**src/hw/rtl/assert_macros.svh**
```systemverilog
// Assertion macros shared by the RTL of the sorted insert priority queue.
// No dependencies; include by bare file name where assertions are written.
`ifndef ASSERT_MACROS_SVH
`define ASSERT_MACROS_SVH

`ifndef SYNTHESIS
// Check a property on every rising edge outside reset.
`define ASSERT_CLK(lbl, clk, rstn, prop, msg) \
  lbl: assert property (@(posedge clk) disable iff (!(rstn)) (prop)) else $error(msg);
// Check that a condition never holds outside reset.
`define ASSERT_NEVER(lbl, clk, rstn, cond, msg) \
  `ASSERT_CLK(lbl, clk, rstn, !(cond), msg)
`else
`define ASSERT_CLK(lbl, clk, rstn, prop, msg)
`define ASSERT_NEVER(lbl, clk, rstn, cond, msg)
`endif

`endif

```
**src/hw/rtl/spiq_pkg.sv**
```systemverilog
// Types and constants of the sorted insert priority queue.
// No dependencies; imported by spiq_cell and the top level.
package spiq_pkg;

  localparam int unsigned DataW       = 32;
  localparam int unsigned PrioW       = 16;
  localparam int unsigned PosW        = 4;
  localparam int unsigned CapacityDef = 16;

  // One stored entry.
  typedef struct packed {
    logic signed [PrioW-1:0] prio;
    logic signed [DataW-1:0] data;
  } entry_t;

  // Command broadcast to every cell of the chain.
  typedef struct packed {
    logic insert;  // place the new entry, shift the lower part down
    logic rotate;  // advance the occupied part one place towards the head
  } cell_cmd_t;

  typedef enum logic [2:0] {
    StIdle = 3'b001,
    StList = 3'b010,
    StOvfl = 3'b100
  } state_e;

endpackage

```
**src/hw/rtl/sorted_insert_priority_queue.sv**
```systemverilog
// Sorted insert priority queue: an accepted insert is placed in the cell chain, then
// the whole store is listed head first through the output register, the chain rotating
// one place per word taken; a refused insert is answered with one overflow word.
// Reset (rst_ni low, asynchronous) clears the entry count, the state and the output valid;
// entry contents stay undefined until written and get no clearing pass.
`include "assert_macros.svh"

module sorted_insert_priority_queue import spiq_pkg::*; #(
  parameter int unsigned CAPACITY = CapacityDef
) (
  input  logic        clk_i,
  input  logic        rst_ni,
  input  logic        s_axis_tvalid,
  output logic        s_axis_tready,
  input  logic [47:0] s_axis_tdata,   // item_data [31:0], item_priority [47:32]
  output logic        m_axis_tvalid,
  input  logic        m_axis_tready,
  output logic [55:0] m_axis_tdata,   // out_data [31:0], out_priority [47:32],
                                      // out_position [51:48], zero [55:52]
  output logic        m_axis_tlast,   // is_last
  output logic        m_axis_tuser    // overflow
);

  localparam int unsigned CntW = $clog2(CAPACITY + 1);
  localparam int unsigned IdxW = $clog2(CAPACITY);

  // Control state
  state_e           state_q, state_d;
  logic [CntW-1:0]  cnt_q, cnt_d;
  logic [IdxW-1:0]  idx_q, idx_d;
  logic             m_valid_q, m_valid_d;

  // Output register payload, no reset
  entry_t           out_q, out_d;
  logic [PosW-1:0]  pos_q, pos_d;
  logic             last_q, last_d;
  logic             ovf_q, ovf_d;

  // Chain
  entry_t           new_item;
  entry_t           cell_q [CAPACITY];
  logic             lt     [CAPACITY];
  cell_cmd_t        cmd;

  logic             s_accept;
  logic             out_free;
  logic             full;
  logic             at_last;

  assign new_item.data = s_axis_tdata[31:0];
  assign new_item.prio = s_axis_tdata[47:32];

  assign s_axis_tready = (state_q == StIdle);
  assign s_accept      = s_axis_tvalid && s_axis_tready;
  // Output register may take a new word when empty or being drained this cycle.
  assign out_free      = !m_valid_q || m_axis_tready;
  assign full          = (cnt_q == CntW'(CAPACITY));
  assign at_last       = (CntW'(idx_q) + CntW'(1)) == cnt_q;

  // Cell chain: insert shifts the whole lower part down one place at once;
  // listing rotates the occupied part so the head cell always shows the next word.
  for (genvar g = 0; g < CAPACITY; g++) begin : g_cell
    entry_t left_e;
    entry_t right_e;
    logic   left_lt;

    if (g == 0) begin : g_head
      assign left_e  = new_item;
      assign left_lt = 1'b0;
    end else begin : g_body
      assign left_e  = cell_q[g-1];
      assign left_lt = lt[g-1];
    end

    if (g == CAPACITY - 1) begin : g_tail
      assign right_e = cell_q[0];
    end else begin : g_mid
      assign right_e = cell_q[g+1];
    end

    spiq_cell #(
      .CAPACITY (CAPACITY),
      .CELL_IDX (g)
    ) u_cell (
      .clk_i     (clk_i),
      .cmd_i     (cmd),
      .cnt_i     (cnt_q),
      .new_i     (new_item),
      .left_i    (left_e),
      .left_lt_i (left_lt),
      .right_i   (right_e),
      .head_i    (cell_q[0]),
      .entry_o   (cell_q[g]),
      .lt_o      (lt[g])
    );
  end

  always_comb begin
    state_d    = state_q;
    cnt_d      = cnt_q;
    idx_d      = idx_q;
    out_d      = out_q;
    pos_d      = pos_q;
    last_d     = last_q;
    ovf_d      = ovf_q;
    cmd.insert = 1'b0;
    cmd.rotate = 1'b0;
    m_valid_d  = m_axis_tready ? 1'b0 : m_valid_q;

    case (state_q)
      StIdle: begin
        if (s_accept) begin
          if (full) begin
            // Refuse: leave the store alone, answer with one overflow word.
            state_d = StOvfl;
          end else begin
            cmd.insert = 1'b1;
            cnt_d      = cnt_q + CntW'(1);
            idx_d      = '0;
            state_d    = StList;
          end
        end
      end
      StList: begin
        if (out_free) begin
          out_d      = cell_q[0];
          pos_d      = PosW'(idx_q);
          last_d     = at_last;
          ovf_d      = 1'b0;
          m_valid_d  = 1'b1;
          cmd.rotate = 1'b1;
          if (at_last) begin
            state_d = StIdle;
          end else begin
            idx_d = idx_q + IdxW'(1);
          end
        end
      end
      StOvfl: begin
        if (out_free) begin
          out_d     = '0;
          pos_d     = '0;
          last_d    = 1'b1;
          ovf_d     = 1'b1;
          m_valid_d = 1'b1;
          state_d   = StIdle;
        end
      end
      default: begin
        state_d = StIdle;
      end
    endcase
  end

  always_ff @(posedge clk_i or negedge rst_ni) begin
    if (!rst_ni) begin
      state_q   <= StIdle;
      cnt_q     <= '0;
      idx_q     <= '0;
      m_valid_q <= 1'b0;
    end else begin
      state_q   <= state_d;
      cnt_q     <= cnt_d;
      idx_q     <= idx_d;
      m_valid_q <= m_valid_d;
    end
  end

  always_ff @(posedge clk_i) begin
    out_q  <= out_d;
    pos_q  <= pos_d;
    last_q <= last_d;
    ovf_q  <= ovf_d;
  end

  assign m_axis_tvalid = m_valid_q;
  assign m_axis_tdata  = {4'b0000, pos_q, out_q.prio, out_q.data};
  assign m_axis_tlast  = last_q;
  assign m_axis_tuser  = ovf_q;

  // Checks
  `ASSERT_NEVER(a_cnt_bound, clk_i, rst_ni, cnt_q > CntW'(CAPACITY), "entry count above capacity")
  `ASSERT_CLK(a_ovf_last, clk_i, rst_ni, (m_valid_q && ovf_q) |-> last_q, "overflow word not last")
  `ASSERT_CLK(a_cnt_accept, clk_i, rst_ni, (cnt_q != $past(cnt_q)) |-> $past(s_accept), "count moved without accept")

  for (genvar k = 1; k < CAPACITY; k++) begin : g_chk
    `ASSERT_CLK(a_sorted, clk_i, rst_ni, (state_q == StIdle && CntW'(k) < cnt_q) |-> (cell_q[k-1].prio >= cell_q[k].prio), "chain out of order")
  end

endmodule

```
**src/hw/rtl/spiq_cell.sv**
```systemverilog
// One storage cell of the priority queue chain.
// Depends on spiq_pkg (entry_t, cell_cmd_t).
module spiq_cell import spiq_pkg::*; #(
  parameter int unsigned CAPACITY = CapacityDef,
  parameter int unsigned CELL_IDX = 0,
  localparam int unsigned CntW = $clog2(CAPACITY + 1)
) (
  input  logic            clk_i,
  input  cell_cmd_t       cmd_i,
  input  logic [CntW-1:0] cnt_i,
  input  entry_t          new_i,
  input  entry_t          left_i,
  input  logic            left_lt_i,
  input  entry_t          right_i,
  input  entry_t          head_i,
  output entry_t          entry_o,
  output logic            lt_o
);

  entry_t entry_q, entry_d;
  logic   occ;
  logic   last_occ;

  assign occ      = CntW'(CELL_IDX) < cnt_i;
  assign last_occ = (CntW'(CELL_IDX) + CntW'(1)) == cnt_i;
  // Empty cells count as lower, so the slot is the first lower or empty cell.
  assign lt_o     = !occ || (entry_q.prio < new_i.prio);

  always_comb begin
    entry_d = entry_q;
    if (cmd_i.insert) begin
      if (left_lt_i) begin
        entry_d = left_i;
      end else if (lt_o) begin
        entry_d = new_i;
      end
    end else if (cmd_i.rotate && occ) begin
      entry_d = last_occ ? head_i : right_i;
    end
  end

  always_ff @(posedge clk_i) begin
    entry_q <= entry_d;
  end

  assign entry_o = entry_q;

endmodule

```
**config.mk**
```make
export PLATFORM = sky130hd
export DESIGN_NAME = sorted_insert_priority_queue
export DESIGN_NICKNAME = d
export VERILOG_FILES = /design/src/hw/rtl/spiq_pkg.sv /design/src/hw/rtl/sorted_insert_priority_queue.sv /design/src/hw/rtl/spiq_cell.sv
export VERILOG_INCLUDE_DIRS = /design/src /design/src/hw/rtl
export SDC_FILE = /design/constraint.sdc
export NUM_CORES = 2
export LEC_CHECK = 0
export BUFFER_PORTS_ARGS = -buffer_cell sky130_fd_sc_hd__buf_2
export CAP_MARGIN = 20
export CELL_PAD_IN_SITES_DETAIL_PLACEMENT = 0
export CELL_PAD_IN_SITES_GLOBAL_PLACEMENT = 1
export CORE_AREA = 2 2 342 344
export DETAILED_ROUTE_END_ITERATION = 6
export DIE_AREA = 0 0 344 346
export HOLD_SLACK_MARGIN = 0.08
export PLACE_DENSITY = 0.8
export SLEW_MARGIN = 5
export SYNTH_ARGS = -nofsm -noshare
export SYNTH_HDL_FRONTEND = slang
export SYNTH_SLANG_ARGS = --single-unit
```
**constraint.sdc**
```tcl
create_clock -name clk_i -period 12.39 [get_ports clk_i]
set_input_delay 0.6195 -clock clk_i [delete_from_list [all_inputs] [get_ports clk_i]]
set_output_delay 0.6195 -clock clk_i [all_outputs]
set_load 0.005 [all_outputs]
```
==> flow_summary.json <==
{
  "synth_xor_area_share_pct": 0.136,
  "synthMuxAreaShare_pct": 12.2,
  "dieArea_um2": 119000,
  "grt_util_all_layers_pct": 29.1,
  "synth_edf_count": 822,
  "crit_type": "reg2reg",
  "final_cell_mix": "822 x edfxtp_1, 624 x mux2i_1, 584 x nor3_1",
  "internal-power_uw": 9730,
  "period_share_pct": 49.3,
  "critPathMaxFanout": 157,
  "fin_tns_setup_ps": 0,
  "fp.dieW_um": 344,
  "grt_pass1_vias": 38933,
  "dpl.cell_count": 5778,
  "wl_um": 178000,
  "rows": 125,
  "start_kind": "flop",
  "rsz0062_at_grt": "no",
  "maxCapViolations": 0,
  "ir_worst_vdd_mv": 0.231,
  "vias": 41702,
  "path_buf_inv": 4,
  "path_common_cell": "buf_4",
  "r2r.worst_path.cells": 9,
  "cp-end-kind": "flop",
  "synth_top_flop_cell": "edfxtp_1",
  "finalClockSkew_ps": 28.7,
  "async_flop_share_pct": 1.56,
  "firstDrtPassIters": 7,
  "final_common_cell": "edfxtp_1",
  "p_clk_share_pct": 15.9,
  "cpMaxStageDelayCell": "buf_4",
  "drc": 0,
  "synth_fa_ha_area_share_pct": 5.94,
  "ys_types": 75,
  "gr-total-overflow": 0,
  "pwr-share-seq_pct": 37.1,
  "r2r_setup_slack_ps": 6280,
  "max_slew_margin_pct": 16.9,
  "finalMaxSlewViolations": 0,
  "viasPerCell": 6.99,
  "crit_chain": "inv_1 -> ha_1 -> nor4b_1 -> or2_4 -> buf_4 -> buf_12 -> buf_4 -> nor2_1 -> a221oi_1",
  "cts_sinks": 835,
  "synth_area_um2": 51400,
  "fmax_mhz": 164,
  "synthSimpleGateAreaFrac_pct": 11.9,
  "holdPathEnd": "g_cell[0].u_cell.entry_o[31]$_DFFE_PP_",
  "hold_start": "s_axis_tdata[31]",
  "worstMarginPinSlew_ps": 1250,
  "start_util_pct": 44.6,
  "leakage_uw": 0.0206,
  "startpoint": "cnt_q[0]$_DFFE_PN0P_",
  "area_growth_pct": 9.03,
  "cts_buffers": 97,
  "port_buffers": 107,
  "routedWlPerCell_um": 29.9,
  "p_sw_share_pct": 46.0,
  "synth_top_area_share_pct": 48.0,
  "syn_area_per_cell_um2": 11.3,
  "multiInputGateArea_um2": 24600,
  "ys_seq_elements": 835,
  "drt-initial-drc-count": 6257,
  "hold_depth": 3,
  "antenna_found_initial": 4,
  "grt_max_degree": 226,
  "cts_tree": "built",
  "timing.rr.end": "g_cell[13].u_cell.entry_o[26]$_DFFE_PP_",
  "hold_path.class": "in2reg",
  "post_cts_resized": 0,
  "critPathMaxStageDelay_ps": 840,
  "drive_above_1_share_pct": 11.4,
  "p_switching_uw": 8270,
  "min_period_ps": 6110,
  "powerDensity_nw_per_um2": 321,
  "routabilityCongestion": 0.941,
  "reg2reg_from": "cnt_q[0]$_DFFE_PN0P_",
  "seqCellArea_um2": 25000,
  "grt_pass1_wl_um": 261000,
  "yosysTopAreaCell": "edfxtp_1",
  "arrival_ps": 6580,
  "worst_path_dominant_cell_family": "buffers and inverters",
  "fin_nets": 4656,
  "finalSetupViolations": 0,
  "instances_no_fill": 5969,
  "clk_latency_ps": 700,
  "synth_compound_area_share_pct": 16.8,
  "cts_buffer_depth": 3,
  "ios": 112,
  "synth_top_family_by_area": "compound AO/OA/AOI/OAI gates",
  "cts_max_level": 3,
  "synth_top_cells_by_area": "edfxtp_1 48%, mux2i_1 12%, a221oi_1 8.9%, ha_1 5.9%, nor3_1 5.7%",
  "fillers": 10362,
  "combPwrFrac_pct": 47.1,
  "chipHeight_um": 346,
  "syn_inst": 4553,
  "hold_viol_final": 0,
  "yosysWarningCount": 0,
  "outcome": "completed",
  "ys_seq_area_share_pct": 48.6,
  "drtAntennaViolNets": 0,
  "dp_hpwl_um": 103000,
  "core_um2": 115000,
  "critPathRequiredTime_ps": 12860,
  "clkTransAtPathRegs_ps": 60,
  "cts-root-buf": "clkbuf_16"
}
-- worst min-delay path, delay by kind of cell --
family	cells	cell delay, ps
buf+inv	1	100
simple gates	2	110
-- power groups by stage --
stage / Clock (µW) / Combinational (µW) / Sequential (µW)
after detailed placement: 0 / 8220 / 6660
after floorplan: 0 / 5850 / 6120
after global routing: 2980 / 8980 / 6810
final: 2860 / 8480 / 6670
after global placement: 0 / 8020 / 6640
after CTS: 2890 / 8250 / 6620
-- cells in the mapped netlist, drive strengths merged, types with 56 or more instances --
cell type	n
nor2b	109
nand3	61
edfxtp	822
nand2	310
clkbuf	379
nor2	95
a21oi	149
nor3	590
o21ai	64
buf	130
ha	244
a221oi	579
mux2i	625
a211oi	56
-- per-stage QoR --
stage	hold WS (ps)	instance area [µm²]	setup slack, ps	total power, µW	utilization (%)
finish	251	56100	6280	18000	48.6
global route	264	56100	5980	18800	48.6
CTS	212	56000	6410	17800	48.5
detailed placement	525	53000	6490	14900	45.9
global placement	523	52900	6680	14700	45.8
floorplan	324	51400	7070	12000	-
-- registers in the layout (all words and copies together), names as in the netlist --
signal	cells
m_axis_tlast	1
idx_q	4
m_axis_tdata	48
pos_q	4
cnt_q	5
m_axis_tuser	1
m_axis_tvalid	1
g_cell.u_cell.entry_o	768
state_q	3
-- cell families (layout without fill, tap and decap cells) --
| family | Yosys count | in the layout |
|---|---|---|
| adder cells (fa/ha/maj) | 244 | 244 |
| AND/OR/NAND/NOR | 1255 | 1255 |
| multiplexers | 627 | 627 |
| AO/OA/AOI/OAI | 1043 | 1043 |
| flip-flops | 835 | 835 |
| buffers and inverters | 540 | 425 |
| XOR/XNOR | 8 | 8 |
| other | 1 | 8 |
-- area by class of cell --
cell class                      count  area share, %
Clock inverter                     60          0.875
Antenna cell                        4         0.0178
Sequential cell                   835           44.6
Tap cell                         1524           3.40
Clock buffer                      120           4.56
Multi-Input combinational cell   3181           43.8
Timing Repair Buffer              214           2.54
Inverter                           31          0.207
-- worst max-delay path by stage --
stage	slack, ps	cells past startpoint	to
floorplan	7070	10	g_cell[2].u_cell.entry_o[0]$_DFFE_PP_
global placement	6680	9	g_cell[14].u_cell.entry_o[25]$_DFFE_PP_
detailed placement	6490	9	g_cell[14].u_cell.entry_o[25]$_DFFE_PP_
CTS	6410	9	g_cell[13].u_cell.entry_o[26]$_DFFE_PP_
global route	5980	9	g_cell[13].u_cell.entry_o[26]$_DFFE_PP_
finish	6280	9	g_cell[13].u_cell.entry_o[26]$_DFFE_PP_
-- layer usage --
metal | global-route usage [%] | wire length, µm | up-vias
li1 | - | - | 17943
met1 | 41.0 | 72100 | 20611
met2 | 44.1 | 79000 | 2694
met3 | 5.48 | 19900 | 454
met4 | 11.6 | 7430 | 0
met5 | 0 | 0 | -
-- what timing repair did --
action,in CTS,in global routing
hold buffers,1,0
setup buffers,0,0
hold endpoints to repair,13,0
endpoints found under the setup margin,0,0
(Power assumes the default switching activity.)
